**config.mk**
```make
export PLATFORM = sky130hd
export DESIGN_NAME = uer_core
export DESIGN_NICKNAME = d
export VERILOG_FILES = /design/src/rtl/uer_pkg.sv /design/src/rtl/uer_dist.sv /design/src/rtl/uer_core.sv
export VERILOG_INCLUDE_DIRS = /design/src /design/src/rtl
export SDC_FILE = /design/constraint.sdc
export NUM_CORES = 1
export LEC_CHECK = 0
export ABC_AREA = 1
export BUFFER_PORTS_ARGS = -buffer_cell sky130_fd_sc_hd__buf_2
export CELL_PAD_IN_SITES_DETAIL_PLACEMENT = 0
export CELL_PAD_IN_SITES_GLOBAL_PLACEMENT = 2
export CORE_MARGIN = 3
export CORE_UTILIZATION = 39
export DETAILED_ROUTE_END_ITERATION = 8
export PLACE_DENSITY_LB_ADDON = 0.1
export SYNTH_ARGS = -nofsm -noshare
export SYNTH_HDL_FRONTEND = slang
export SYNTH_SLANG_ARGS = --single-unit
```
**constraint.sdc**
```tcl
create_clock -name clk -period 15.5 [get_ports clk]
set_input_delay 0 -clock clk [delete_from_list [all_inputs] [get_ports clk]]
set_output_delay 0 -clock clk [all_outputs]
set_load 0.05 [all_outputs]
```
**src/rtl/assert_macros.svh**
```systemverilog
// Assertion macros shared by the ultrasonic echo ranger RTL
`ifndef ASSERT_MACROS_SVH
`define ASSERT_MACROS_SVH

// Concurrent check on the rising clock edge, switched off while reset is high
`define UER_ASSERT(label, prop, msg) \
  label: assert property (@(posedge clk) disable iff (rst) (prop)) else $error(msg);

// Concurrent check that must also hold during reset
`define UER_ASSERT_ALWAYS(label, prop, msg) \
  label: assert property (@(posedge clk) (prop)) else $error(msg);

`endif

```
**src/rtl/uer_pkg.sv**
```systemverilog
// Types and constants for the ultrasonic echo ranger
`default_nettype none

package uer_pkg;

  // Input word kinds
  typedef enum logic [1:0] {
    FUNC_TRIGGER = 2'd0,
    FUNC_EDGE    = 2'd1,
    FUNC_POLL    = 2'd2
  } func_t;

  // Configuration register indexes
  localparam int CFG_IDX_W = 2;
  localparam logic [CFG_IDX_W-1:0] CFG_ECHO_TIMEOUT = 2'd0;
  localparam logic [CFG_IDX_W-1:0] CFG_FRESH_WINDOW = 2'd1;
  localparam logic [CFG_IDX_W-1:0] CFG_MAX_DISTANCE = 2'd2;

  // Configuration reset values
  localparam logic [15:0] ECHO_TIMEOUT_RST = 16'd60;
  localparam logic [15:0] FRESH_WINDOW_RST = 16'd200;
  localparam logic [15:0] MAX_DISTANCE_RST = 16'd4000;

  // mm = (width * 343) / 2000, done as ((width * 343) >> 4) / 125.
  // The divide by 125 is a multiply by ceil(2^35 / 125) and a shift by 35,
  // exact for every 28-bit dividend.
  localparam int            DIV_SHIFT = 35;
  localparam int            QUO_W     = 22;
  localparam logic [28:0]   DIV_RECIP = 29'd274877907;

  typedef struct packed {
    logic [15:0] echo_timeout_ms;
    logic [15:0] fresh_window_ms;
    logic [15:0] max_distance_mm;
  } cfg_t;

  typedef struct packed {
    func_t       func;
    logic        echo_line;
    logic        echo_level;
    logic [31:0] now_ms;
    logic [31:0] now_us;
  } item_t;

  typedef struct packed {
    logic [15:0] distance_mm;
    logic        distance_valid;
    logic        distance_fresh;
    logic        pulse_started;
    logic        busy_res;
  } result_t;

endpackage

`default_nettype wire

```
**src/rtl/uer_dist.sv**
```systemverilog
// Echo width to distance conversion with saturation
`default_nettype none

module uer_dist (
  input  wire logic [31:0] width_us,
  input  wire logic [15:0] max_mm,
  output logic [15:0]      dist_mm
);
  import uer_pkg::*;

  logic [31:0]        scaled;
  logic [27:0]        dividend;
  logic [56:0]        prod;
  logic [QUO_W-1:0]   quo;

  // width * 343 as shift-add, wrapping at 32 bits (343 = 256+64+16+4+2+1)
  assign scaled = (width_us << 8) + (width_us << 6) + (width_us << 4)
                + (width_us << 2) + (width_us << 1) + width_us;

  // divide by 16 then by 125 through the reciprocal
  assign dividend = scaled[31:4];
  assign prod     = 57'(dividend) * 57'(DIV_RECIP);
  assign quo      = prod[DIV_SHIFT+QUO_W-1:DIV_SHIFT];

  // saturate at the configured limit
  assign dist_mm = (quo > QUO_W'(max_mm)) ? max_mm : quo[15:0];

endmodule

`default_nettype wire

```
**src/rtl/uer_core.sv**
```systemverilog
// Measurement state and per-word result logic of the echo ranger
`default_nettype none
`include "assert_macros.svh"

module uer_core (
  input  wire logic             clk,
  input  wire logic             rst,
  input  wire logic             step,
  input  wire uer_pkg::item_t   item,
  input  wire uer_pkg::cfg_t    cfg,
  output uer_pkg::result_t      res
);
  import uer_pkg::*;

  logic        measuring, measuring_next;
  logic        awaiting_fall, awaiting_fall_next;
  logic        owner_line, owner_line_next;
  logic        have_result, have_result_next;
  logic [31:0] start_ms, start_ms_next;
  logic [31:0] rise_us, rise_us_next;
  logic [31:0] echo_ms, echo_ms_next;
  logic [15:0] stored_mm, stored_mm_next;

  logic [31:0] run_ms;
  logic [31:0] echo_age_ms;
  logic [15:0] dist_mm;
  logic        started;

  uer_dist u_dist (
    .width_us (item.now_us - rise_us),
    .max_mm   (cfg.max_distance_mm),
    .dist_mm  (dist_mm)
  );

  assign run_ms = item.now_ms - start_ms;

  // next state for the word in the input stage
  always_comb begin
    measuring_next     = measuring;
    awaiting_fall_next = awaiting_fall;
    owner_line_next    = owner_line;
    have_result_next   = have_result;
    start_ms_next      = start_ms;
    rise_us_next       = rise_us;
    echo_ms_next       = echo_ms;
    stored_mm_next     = stored_mm;
    started            = 1'b0;
    case (item.func)
      FUNC_TRIGGER: begin
        // young active measurement: leave it alone
        if (!(measuring && (run_ms < {16'd0, cfg.echo_timeout_ms}))) begin
          if (measuring) begin
            // stale run also drops the stored distance
            have_result_next = 1'b0;
            owner_line_next  = 1'b0;
          end
          measuring_next     = 1'b1;
          awaiting_fall_next = 1'b0;
          start_ms_next      = item.now_ms;
          started            = 1'b1;
        end
      end
      FUNC_EDGE: begin
        if (measuring) begin
          if (item.echo_level) begin
            // rising edge, unless the other line owns the echo
            if (!(awaiting_fall && (owner_line != item.echo_line))) begin
              rise_us_next       = item.now_us;
              awaiting_fall_next = 1'b1;
              owner_line_next    = item.echo_line;
            end
          end else if (awaiting_fall && (owner_line == item.echo_line)) begin
            stored_mm_next     = dist_mm;
            echo_ms_next       = item.now_ms;
            have_result_next   = 1'b1;
            measuring_next     = 1'b0;
            awaiting_fall_next = 1'b0;
            owner_line_next    = 1'b0;
          end
        end
      end
      FUNC_POLL: ;
      default: ;
    endcase
  end

  // result fields from the updated state
  assign echo_age_ms = item.now_ms - echo_ms_next;
  always_comb begin
    res.distance_mm    = have_result_next ? stored_mm_next : 16'd0;
    res.distance_valid = have_result_next;
    res.distance_fresh = have_result_next && (echo_age_ms <= {16'd0, cfg.fresh_window_ms});
    res.pulse_started  = started;
    res.busy_res       = measuring_next;
  end

  // control state
  always_ff @(posedge clk) begin
    if (rst) begin
      measuring     <= 1'b0;
      awaiting_fall <= 1'b0;
      owner_line    <= 1'b0;
      have_result   <= 1'b0;
    end else if (step) begin
      measuring     <= measuring_next;
      awaiting_fall <= awaiting_fall_next;
      owner_line    <= owner_line_next;
      have_result   <= have_result_next;
    end
  end

  // timestamps and distance
  always_ff @(posedge clk) begin
    if (step) begin
      start_ms  <= start_ms_next;
      rise_us   <= rise_us_next;
      echo_ms   <= echo_ms_next;
      stored_mm <= stored_mm_next;
    end
  end

  `UER_ASSERT_ALWAYS(a_await_needs_run, awaiting_fall |-> measuring, "awaiting fall while idle")
  `UER_ASSERT(a_start_sets_run, step && started |=> measuring, "started pulse left block idle")
  `UER_ASSERT(a_result_ends_run, $rose(have_result) |-> $past(measuring) && !measuring,
    "distance stored outside a measurement")

endmodule

`default_nettype wire

```
==> impl_metrics.csv <==
group,metric,value,unit
run_status,status,"completed",
place,port_buffer_count,138,
worst_hold_path,hp-class,"input pin to flop",
sta,final_max_slew_viol_count,0,
routing,routed_wl,88.14,mm
routing,detail_route.wl_per_cell,17.29,um
layout,area_growth,11.65,%
floorplanning,floorplan.initialDensity,39.61,%
layout,drive_gt1_share,7.582,%
routing,detail-route-antenna-nets,0,
clocking,cts_tree,"done",
yosys,yosysWarnings,0,
yosys,synthArstFlopShare,0,%
flow_run,maxCapViolations,0,
critical_path,critical_path.endpoint_type,"output pin",
clocking,clock_slew_at_the_register_clock_pins_of_the_worst_setup_and_hold_paths,0.06,ns
critical_path,reg2reg_from,"rise_us[0]",
clocking,clk-insertion-delay-late,0.46,ns
clocking,clk_path_buf_depth,2,
critical_path,reg2reg_end,"stored_mm[7]",
yosys,ys_dominant_reg_cell,"edfxtp_1",
grt,maximum_number_of_pins_on_one_net_before_global_route_repair,50,
layout,final_cell_mix,"inv_1, nand2_1, ha_1",
layout,design.final.nets,5059,
critical_path,timing.critical_path.slowest_cell_delay,0.54,ns
yosys,postSynthRegisterBits,116,
critical_path,regToRegSetupSlack,1.67,ns
sta,report.final.setup_viol,0,
clocking,clock-sinks,116,
yosys,synthesized_netlist_net_count,4811,
sta,hold_violations,0,
clocking,cts_max_level,4,
sta,max_freq,0.06972,GHz
yosys,synth.top_cell.area_share,22.02,%
place,gpl.final_weighted_congestion,0.9238,
floorplanning,die_area,79340,um2
grt,global_route_wire_length_before_repair,138.7,mm
sta,finalCritPeriodShare,92.54,%
critical_path,critPathBufInv,14,
critical_path,crit_path_max_fanout,16,
floorplanning,die_h,281.7,um
yosys,synth_largest_area_cell,"fa_1",
sta,timing.final.crit_period,14.34,ns
critical_path,timing.critical_path.required,15.50,ns
critical_path,worstSetupEndpoint,"res[4]",
floorplanning,ioPinCount,139,
routing,drt_iter0_drc,1172,
yosys,syn_inst,3869,
yosys,yosysSeqAreaShare,11.62,%
critical_path,worst_path_most_repeated_cell,"inv_1",
yosys,netlist_area_pre_place,29640,um2
place,place_hpwl,78.47,mm
critical_path,startpoint,"rise_us[0]",
grt,first_global_vias,25020,
clocking,clockRootBuffer,"clkbuf_16",
grt,antenna_found_initial,1,
routing,first_pass_iters,5,
floorplanning,placeableCoreArea,74820,um2
sta,clock-skew-final,0.01401,ns
grt,grt_usage,22.52,%
routing,vias,24540,
critical_path,timing.setup.critical_path_class,"flop to output pin",
sta,grt_setup_unrepaired,"false",
yosys,post_synth_main_area_contributors,"fa_1, ha_1, inv_1",
grt,grt-ovfl-total,0,
yosys,syn-mean-instance-area,7.660,um2
floorplanning,floorplan.rows,100,
clocking,numCtsBuffers,17,
sta,finalSetupTns,0,ns
critical_path,critical_path.top_delay_family,"adder cells",
layout,leading_cell_type_in_the_layout_fill_and_taps_excluded,"inv_1",
critical_path,slowest_stage,"fa_1",
yosys,synth_cell_type_count,57,
yosys,synth-edff-count,112,
critical_path,sort_of_element_at_the_start_of_the_critical_path,"flop",
critical_path,cp_num_cells,65,
routing,detail_route.vias_per_cell,4.814,
sta,worst_slew_margin_rel,34.34,%
routing,drt_drc_violations_left,0,
sta,worst_pin_slew,0.9816,ns
critical_path,reg2reg_depth,64,
critical_path,worst_ep_arrival_time,14.34,ns
floorplanning,floorplan_die_width,281.7,um
layout,antenna-diode-count,0,
==> metrics by stage <==
stage | util [%] | instance area [um2] | hold slack, ns | setup slack (ns) | cells
after global placement | 42.28 | 31640 | 0.1907 | 1.062 | 4983
after CTS | 44.14 | 33030 | 0.001442 | 0.3629 | 5095
after floorplan | - | 29640 | 0.09887 | 2.773 | 3869
after detailed placement | 42.28 | 31640 | 0.1943 | 0.8824 | 4983
final | 44.23 | 33090 | 0.02650 | 1.157 | 5097
after global routing | 44.23 | 33090 | 0.02818 | 0.005587 | 5097
==> what timing repair did <==
| action | CTS | global route |
|---|---|---|
| endpoints found under the setup margin | 0 | 16 |
| resized for setup | 0 | 6 |
| endpoints found under the hold margin | 82 | 0 |
| hold buffers | 82 | 0 |
| buffers inserted | 0 | 2 |
==> logic make-up (layout without fill, tap and decap cells) <==
group / count (synthesis) / after routing / synth area share (%)
DFF: 116 / 116 / 11.62
adders and majority gates: 823 / 823 / 43.00
xor gates and xnor gates: 132 / 132 / 3.951
buffers and inverters: 1032 / 1291 / 13.17
AOI/OAI and AO/OA: 514 / 514 / 9.891
and+or+nand+nor: 1252 / 1252 / 18.37
==> cell usage after synthesis, types with 41 or more instances <==
cell         n
inv_1     1004
nand2_1    687
ha_1       497
fa_1       326
nor2_1     230
a21oi_1    221
nand3_1    142
o21ai_0    142
edfxtp_1   112
xor2_1      89
nand4_1     43
or2_2       43
xnor2_1     41
==> worst register-to-register path: cells and delay by family, from the launching register on <==
kind                       cells  cell delay [ns]
and+or+nand+nor               21             3.04
adders and majority gates     15             5.99
xor gates and xnor gates       4             1.14
DFF                            1             0.32
buffers and inverters         14             1.20
AOI/OAI and AO/OA             10             1.88
==> flip-flops by register name (all words and copies together) (netlist names) <==
register       count
rise_us           32
start_ms          32
awaiting_fall      1
have_result        1
echo_ms           32
owner_line         1
stored_mm         16
measuring          1
==> how the worst min path moves through the flow <==
| stage | startpoint | to | slack, ns | cells past startpoint |
|---|---|---|---|---|
| 3_3_place_gp | item[0] | rise_us[0] | 0.19 | 1 |
| 5_1_grt | step | echo_ms[18] | 0.03 | 2 |
| 2_1_floorplan | item[0] | rise_us[0] | 0.1 | 0 |
| 3_5_place_dp | item[0] | rise_us[0] | 0.19 | 1 |
| 4_1_cts | cfg[2] | stored_mm[2] | 0.001 | 5 |
| 6_report | cfg[1] | stored_mm[1] | 0.03 | 5 |
==> metal layers <==
layer | global-route usage (%) | share of wire [%]
met5 | 0 | 0
met4 | 3.758 | 1.1
met3 | 3.138 | 3.9
met2 | 37.32 | 46
met1 | 31.78 | 49
==> cell type report <==
type	count	area, um2
inverters	1015	3810
multi-input cells	2721	22350
repair buffers	246	1707
fillers	7958	41730
clock inverters	11	137.6
clock buffers	19	432.9
flip-flops and latches	116	3443
well taps	969	1212
Power is not shown: default switching activity piles up to over one toggle a cycle in this logic, so the estimate is an artifact.
