==> src/rtl/assert_macros.svh <==
// Assertion macros shared by the ultrasonic echo ranger RTL
`ifndef ASSERT_MACROS_SVH
`define ASSERT_MACROS_SVH

// Concurrent check on the rising clock edge, switched off while reset is high
`define UER_ASSERT(label, prop, msg) \
  label: assert property (@(posedge clk) disable iff (rst) (prop)) else $error(msg);

// Concurrent check that must also hold during reset
`define UER_ASSERT_ALWAYS(label, prop, msg) \
  label: assert property (@(posedge clk) (prop)) else $error(msg);

`endif

==> src/rtl/uer_pkg.sv <==
// Types and constants for the ultrasonic echo ranger
`default_nettype none

package uer_pkg;

  // Input word kinds
  typedef enum logic [1:0] {
    FUNC_TRIGGER = 2'd0,
    FUNC_EDGE    = 2'd1,
    FUNC_POLL    = 2'd2
  } func_t;

  // Configuration register indexes
  localparam int CFG_IDX_W = 2;
  localparam logic [CFG_IDX_W-1:0] CFG_ECHO_TIMEOUT = 2'd0;
  localparam logic [CFG_IDX_W-1:0] CFG_FRESH_WINDOW = 2'd1;
  localparam logic [CFG_IDX_W-1:0] CFG_MAX_DISTANCE = 2'd2;

  // Configuration reset values
  localparam logic [15:0] ECHO_TIMEOUT_RST = 16'd60;
  localparam logic [15:0] FRESH_WINDOW_RST = 16'd200;
  localparam logic [15:0] MAX_DISTANCE_RST = 16'd4000;

  // mm = (width * 343) / 2000, done as ((width * 343) >> 4) / 125.
  // The divide by 125 is a multiply by ceil(2^35 / 125) and a shift by 35,
  // exact for every 28-bit dividend.
  localparam int            DIV_SHIFT = 35;
  localparam int            QUO_W     = 22;
  localparam logic [28:0]   DIV_RECIP = 29'd274877907;

  typedef struct packed {
    logic [15:0] echo_timeout_ms;
    logic [15:0] fresh_window_ms;
    logic [15:0] max_distance_mm;
  } cfg_t;

  typedef struct packed {
    func_t       func;
    logic        echo_line;
    logic        echo_level;
    logic [31:0] now_ms;
    logic [31:0] now_us;
  } item_t;

  typedef struct packed {
    logic [15:0] distance_mm;
    logic        distance_valid;
    logic        distance_fresh;
    logic        pulse_started;
    logic        busy_res;
  } result_t;

endpackage

`default_nettype wire

==> src/rtl/uer_cfg.sv <==
// Configuration register file of the ultrasonic echo ranger
`default_nettype none

module uer_cfg (
  input  wire logic                       clk,
  input  wire logic                       rst,
  input  wire logic                       cfg_we,
  input  wire logic [uer_pkg::CFG_IDX_W-1:0] cfg_index,
  input  wire logic [15:0]                cfg_data,
  output uer_pkg::cfg_t                   cfg
);
  import uer_pkg::*;

  // Register writes; indexes past the list are dropped
  always_ff @(posedge clk) begin
    if (rst) begin
      cfg.echo_timeout_ms <= ECHO_TIMEOUT_RST;
      cfg.fresh_window_ms <= FRESH_WINDOW_RST;
      cfg.max_distance_mm <= MAX_DISTANCE_RST;
    end else if (cfg_we) begin
      case (cfg_index)
        CFG_ECHO_TIMEOUT: cfg.echo_timeout_ms <= cfg_data;
        CFG_FRESH_WINDOW: cfg.fresh_window_ms <= cfg_data;
        CFG_MAX_DISTANCE: cfg.max_distance_mm <= cfg_data;
        default: ;
      endcase
    end
  end

endmodule

`default_nettype wire

==> config.mk <==
export PLATFORM = sky130hd
export DESIGN_NAME = uer_cfg
export DESIGN_NICKNAME = d
export VERILOG_FILES = /design/src/rtl/assert_macros.svh /design/src/rtl/uer_pkg.sv /design/src/rtl/uer_cfg.sv
export SDC_FILE = /design/constraint.sdc
export NUM_CORES = 1
export LEC_CHECK = 0
export ABC_AREA = 0
export BUFFER_PORTS_ARGS = -buffer_cell sky130_fd_sc_hd__buf_2
export CAP_MARGIN = 5
export CORE_MARGIN = 3
export CORE_UTILIZATION = 40
export CTS_CLUSTER_DIAMETER = 60
export DETAILED_ROUTE_END_ITERATION = 6
export HOLD_SLACK_MARGIN = 0.03
export MAX_ROUTING_LAYER = met4
export PLACE_DENSITY = 0.63
export REMOVE_ABC_BUFFERS = 1
export SYNTH_ARGS = -nofsm -noshare
export SYNTH_HDL_FRONTEND = slang
export SYNTH_SLANG_ARGS = --single-unit
==> constraint.sdc <==
create_clock -name clk -period 1.4 [get_ports clk]
set_clock_uncertainty 0.15 [all_clocks]
set_input_delay 0.07 -clock clk [delete_from_list [all_inputs] [get_ports clk]]
set_output_delay 0.07 -clock clk [all_outputs]
set_load 0.05 [all_outputs]
==> metrics.md, run 1 <==
| Metric | Value |
|---|---|
| Run status | `finished, final reports clean` |
| Crit path DAT | `approximately 0.9 ns` |
| Hold Startpoint | `cfg_index[1]` |
| Max clock buf depth | `2` |
| GR Overflow Total | `0` |
| Cell variety after synth | `11` |
| CP top delay family | `flip-flops` |
| IO Port Bufs | `68` |
| Gr usage total | `0.152` |
| Setup violations, final | `0` |
| Sink Count | `48` |
| Dpl cell area | `0.00237 mm2` |
| Synth-to-Final Area Change | `33.8%` |
| Row count | `24` |
| RSZ-0062 raised after global routing | `false` |
| Largest register FFs | `48` |
| I/O pin cnt | `69` |
| DR pass1 iterations | `4` |
| DR vias/cell | `4.44` |
| H-tree depth | `2` |
| Cells along the critical path | `buf_2` |
| Worst-Skew Late Latency | `0.29 ns` |
| Max Clk Rate | `a little under 0.9 GHz` |
| Maximum vdd drop | `0.496 mV` |
| Final min period | `1.14 ns` |
| Final core occ | `0.578` |
| Vias post-DR | `1,501` |
| Largest regs | `cfg x48` |
| Power per cell area | `1040 mW/mm2` |
| Die width | `between 70 and 80 um` |
| Antenna diode count | `0` |
| Drt first-iter violations | `38` |
| Final Hold Viols | `0` |
| Synth Warn # | `0` |
| Period utilisation layout | `0.813` |
| Largest net degree at the start of global routing | `75` |
| Seq/Total Area, Yosys | `0.490` |
| HP Class | `input port to register` |
| Yosys reg bits | `48` |
| Die height | `~76 um` |
| Cells after DPL | `314` |
| Final Cell Area | `0.00262 mm2` |
| CP max stage delay | `0.36 ns` |
| Antenna Nets Post-Route | `0` |
| Crit-path slowest cell | `dfxtp_1` |
| Biggest register | `cfg` |
| Worst-path maximum fanout | `2` |
| Starting density of the core | `0.432` |
| Drt wl/cell | `11.9 um` |
| Avg Inst Size Synth | `slightly above 10 um2` |
| PostCTS Resize Cnt | `0` |
| Clock root buffer master | `clkbuf_8` |
| Critical path startpoint | `cfg[37]` |
| Antenna violations before repair | `0` |
| Clock buffer count from CTS | `5` |
| Synth Cell Area | `0.00196 mm2` |
| Mapped Cells | `~190` |
| Dpl hpwl | `2.78 mm` |
| Crit start category | `register` |
| First-pass GRT wire length | `7.07 mm` |
| Placer Congestion | `0.687` |
| Final Total Pwr | `2.73 mW` |
| Vias in the first global route | `between 1,500 and 2,000` |
| DRC | `0` |
| Worst setup EP type | `output port` |
| CP bufs+invs | `1` |
| Req. time, crit path | `1.18 ns` |
| R2r startpoint | `cfg[5]` |
| Leakage power | `1.24 nW` |
| Number of nets in the layout | `about 290` |
| Core area | `0.00453 mm2` |
| Flop2flop setup slack | `roughly 0.62 ns` |
| Worst Setup Path Type | `register to output port` |
| Post-Layout Cell Count | `between 300 and 400` |
| Die area | `0.00578 mm2` |
| Max-cap viol count | `0` |
| Slew margin rel. | `0.775` |
| CTS tree | `built` |
| Clock-pin slew on the worst setup and hold paths | `0.08 ns` |
| Routed Wire Length | `between 4 and 5 mm` |
| Ratio of cells with drive above 1 in the final layout | `0.293` |
| Slew at the pin closest to its max-slew limit | `0.337 ns` |
| Slew Limit Fails | `0` |
cells in the final DEF (no fill, tap or decap):
cell type	instances
buf_2	68
nand2b_1	51
nor2_1	23
nor3b_2	1
clkbuf_1	2
nand3b_1	2
dfxtp_1	48
dlygate4sd3_1	16
buf_12	1
or3b_1	1
buf_4	4
and3b_1	2
clkbuf_8	6
mux2i_1	48
per-layer routing:
layer  vias up  share of wire  GRT usage
li1        780              -          -
met1       676           0.45      0.175
met2        40           0.47      0.254
met3         5          0.063     0.0508
met4         0          0.011     0.0435
met5         -              0          -
synth_stat cells (all sizes together):
master  count  share of area
nor2       23          0.044
or3b        1         0.0045
mux2i      48           0.25
dfxtp      48           0.49
buf         9          0.026
and3b       2         0.0089
nand2b     51           0.16
clkbuf      4         0.0077
nor3b       1         0.0038
nand3b      2         0.0077
cells by family after synthesis:
kind of cell | Yosys count | synth area share
buf+inv | 13 | 0.0332
flops | 48 | 0.490
mux | 48 | 0.245
simple gates | 80 | 0.232
power by group:
group / total [mW] / switching, mW / internal (mW)
clock network: 0.835 / 0.432 / 0.404
registers: 1.44 / 0.0238 / 1.41
logic: 0.462 / 0.293 / 0.169
total: 2.73 / 0.749 / 1.99
through the flow:
stage	worst slack [ns]	setup TNS, ns	hold WS (ns)
2_1_floorplan	-0.277	-2.77	0.0747
3_3_place_gp	0.208	0	0.199
3_5_place_dp	0.204	0	0.204
4_1_cts	0.255	0	0.113
5_1_grt	0.213	0	0.134
6_report	0.262	0	0.119
timing repair:
action / CTS / global route
endpoints found under the hold margin: 48 / 0
buffers inserted: 0 / 0
hold buffers: 16 / 0
final cells by class:
class | instances | area [um2]
fill | 405 | 1910
sequential | 48 | 961
multi-input combinational | 128 | 940
timing repair buffer | 89 | 551
clock buffer | 8 | 90.1
tap | 65 | 81.3
final timing paths:
path	endpoint	depth (start not counted)
min reg2reg	cfg[33]	2
min	cfg[32]	4
max	cfg[37]	1
max reg2reg	cfg[5]	2
(Power assumes the default switching activity.)
==> inputs of run 2 (changes only) <==
==> constraint.sdc (replaced) <==
create_clock -name clk -period 1.11 [get_ports clk]
set_clock_uncertainty 0.15 [all_clocks]
set_input_delay 0.0555 -clock clk [delete_from_list [all_inputs] [get_ports clk]]
set_output_delay 0.0555 -clock clk [all_outputs]
set_load 0.05 [all_outputs]
==> metrics.md, run 2 (synthesis results as in run 1) <==
| Metric | Value |
|---|---|
| Placer Congestion | `around 0.7` |
| Crit-path slowest cell | `dfxtp_1` |
| Synth-to-Final Area Change | `41.9%` |
| Sink of the worst hold path | `cfg[16]` |
| Final WS setup | `~0.019 ns` |
| R2r startpoint | `cfg[21]` |
| Final Hold Viols | `0` |
| DRC | `0` |
| Period utilisation layout | `0.983` |
| Gr usage total | `0.162` |
| Largest regs | `cfg x48` |
| Hold Crit Depth | `4` |
| Antenna Nets Post-Route | `0` |
| Hold Startpoint | `cfg_we` |
| Cells after DPL | `317` |
| Power per cell area | `1220 mW/mm2` |
| Core area | `roughly 0.0045 mm2` |
| First-pass GRT wire length | `7.40 mm` |
| Biggest register | `cfg` |
| Vias post-DR | `1,511` |
| Max clock buf depth | `2` |
| Crit start category | `register` |
| Largest net degree at the start of global routing | `39` |
| Ratio of cells with drive above 1 in the final layout | `0.300` |
| Hold_ws | `between 0.09 and 0.1 ns` |
| Worst Setup Path Type | `register to output port` |
| Drt wl/cell | `12.7 um` |
| Die height | `76.0 um` |
| Max Clk Rate | `0.917 GHz` |
| Maximum vdd drop | `0.718 mV` |
| Setup violations, final | `0` |
| Largest register FFs | `48` |
| Number of nets in the layout | `296` |
| CP bufs+invs | `1` |
| CP max stage delay | `0.35 ns` |
| Clock root buffer master | `clkbuf_8` |
| Clock buffer count from CTS | `5` |
| H-tree depth | `2` |
| GR Overflow Total | `0` |
| Post-Layout Cell Count | `338` |
| Commonest non-fill, non-tap cell in the layout | `nand2b_1` |
| Most frequent cells in the layout | `nand2b_1, mux2i_1, dfxtp_1` |
| Drt first-iter violations | `39` |
| Worst Reg-to-Reg Cells | `2` |
| Vias in the first global route | `1,482` |
| Leakage power | `roughly 1.3 nW` |
| Crit path DAT | `0.89 ns` |
| Sink Count | `48` |
| Antenna diode count | `0` |
| Die width | `76.0 um` |
| Worst-Skew Late Latency | `0.29 ns` |
| IO Port Bufs | `68` |
| Dpl hpwl | `2.80 mm` |
| Starting density of the core | `0.432` |
| Cells along the critical path | `clkbuf_4` |
| DR pass1 iterations | `4` |
| CP top delay family | `flip-flops` |
| Flop2flop setup slack | `0.31 ns` |
| Slew margin rel. | `0.769` |
| Row count | `24` |
| Max-cap viol count | `0` |
| I/O pin cnt | `69` |
| CTS tree | `built` |
| Worst-path maximum fanout | `2` |
| Antenna violations before repair | `0` |
| Routed Wire Length | `4.28 mm` |
| Setup TNS Final | `0 ns` |
| HP Class | `input port to register` |
| Clock-pin slew on the worst setup and hold paths | `0.08 ns` |
| Req. time, crit path | `roughly 0.9 ns` |
| Worst setup EP type | `output port` |
| Slew Limit Fails | `0` |
| Die area | `slightly below 0.006 mm2` |
| Slew at the pin closest to its max-slew limit | `approximately 0.35 ns` |
| Final min period | `~1.1 ns` |
| # fillers | `391` |
| DR vias/cell | `4.47` |
| Run status | `finished, final reports clean` |
| RR Endpoint | `cfg[21]` |
| Place WS | `-0.0520 ns` |
## run 2: changes by cell type in the layout (fill, tap and decap cells not counted)
cell / delta
buf_12: +3
buf_2: -48
buf_4: +39
clkbuf_1: -2
clkbuf_4: +9
clkbuf_8: -1
## run 2: through the flow
stage	area, um2	power, mW	util
CTS	2750	3.44	0.606
global placement	2430	2.42	0.536
finish	2780	3.38	0.613
floorplan	1900	2.22	-
detailed placement	2430	2.42	0.536
global route	2780	3.54	0.613
## run 2: cell type report
cell class                      instances  area, um2  area share
Sequential cell                        48        961       0.345
Tap cell                               65       81.3      0.0292
Multi-Input combinational cell        128        940       0.338
Clock buffer                            5       68.8      0.0247
Timing Repair Buffer                   92        731       0.263
## run 2: report_power, final
group          internal, mW  total (mW)  switching, mW
clock                 0.407       0.926          0.519
sequential             1.78        1.82         0.0339
combinational         0.264       0.643          0.379
total                  2.45        3.38          0.931
## run 2: how the worst max path moves through the flow
stage                     slack [ns]      end         start  cells after the start
after detailed placement       -0.05  cfg[44]  cfg_index[1]                      3
after global placement         -0.05  cfg[46]  cfg_index[1]                      3
final                           0.02  cfg[22]       cfg[22]                      1
after CTS                      0.001   cfg[1]        cfg[1]                      1
after floorplan                -0.55  cfg[32]  cfg_index[1]                      2
after global routing           -0.02  cfg[22]       cfg[22]                      1
## run 2: routing by layer
layer,wire (um),GRT usage
met4,61,0.0543
met5,0,-
met2,2030,0.246
met3,197,0.0449
met1,1990,0.209
## run 2: what timing repair did
item / CTS / global route
endpoints found under the hold margin: 48 / 0
resized for setup: 34 / 19
buffers inserted: 0 / 0
setup endpoints to repair: 34 / 14
hold buffers: 16 / 0
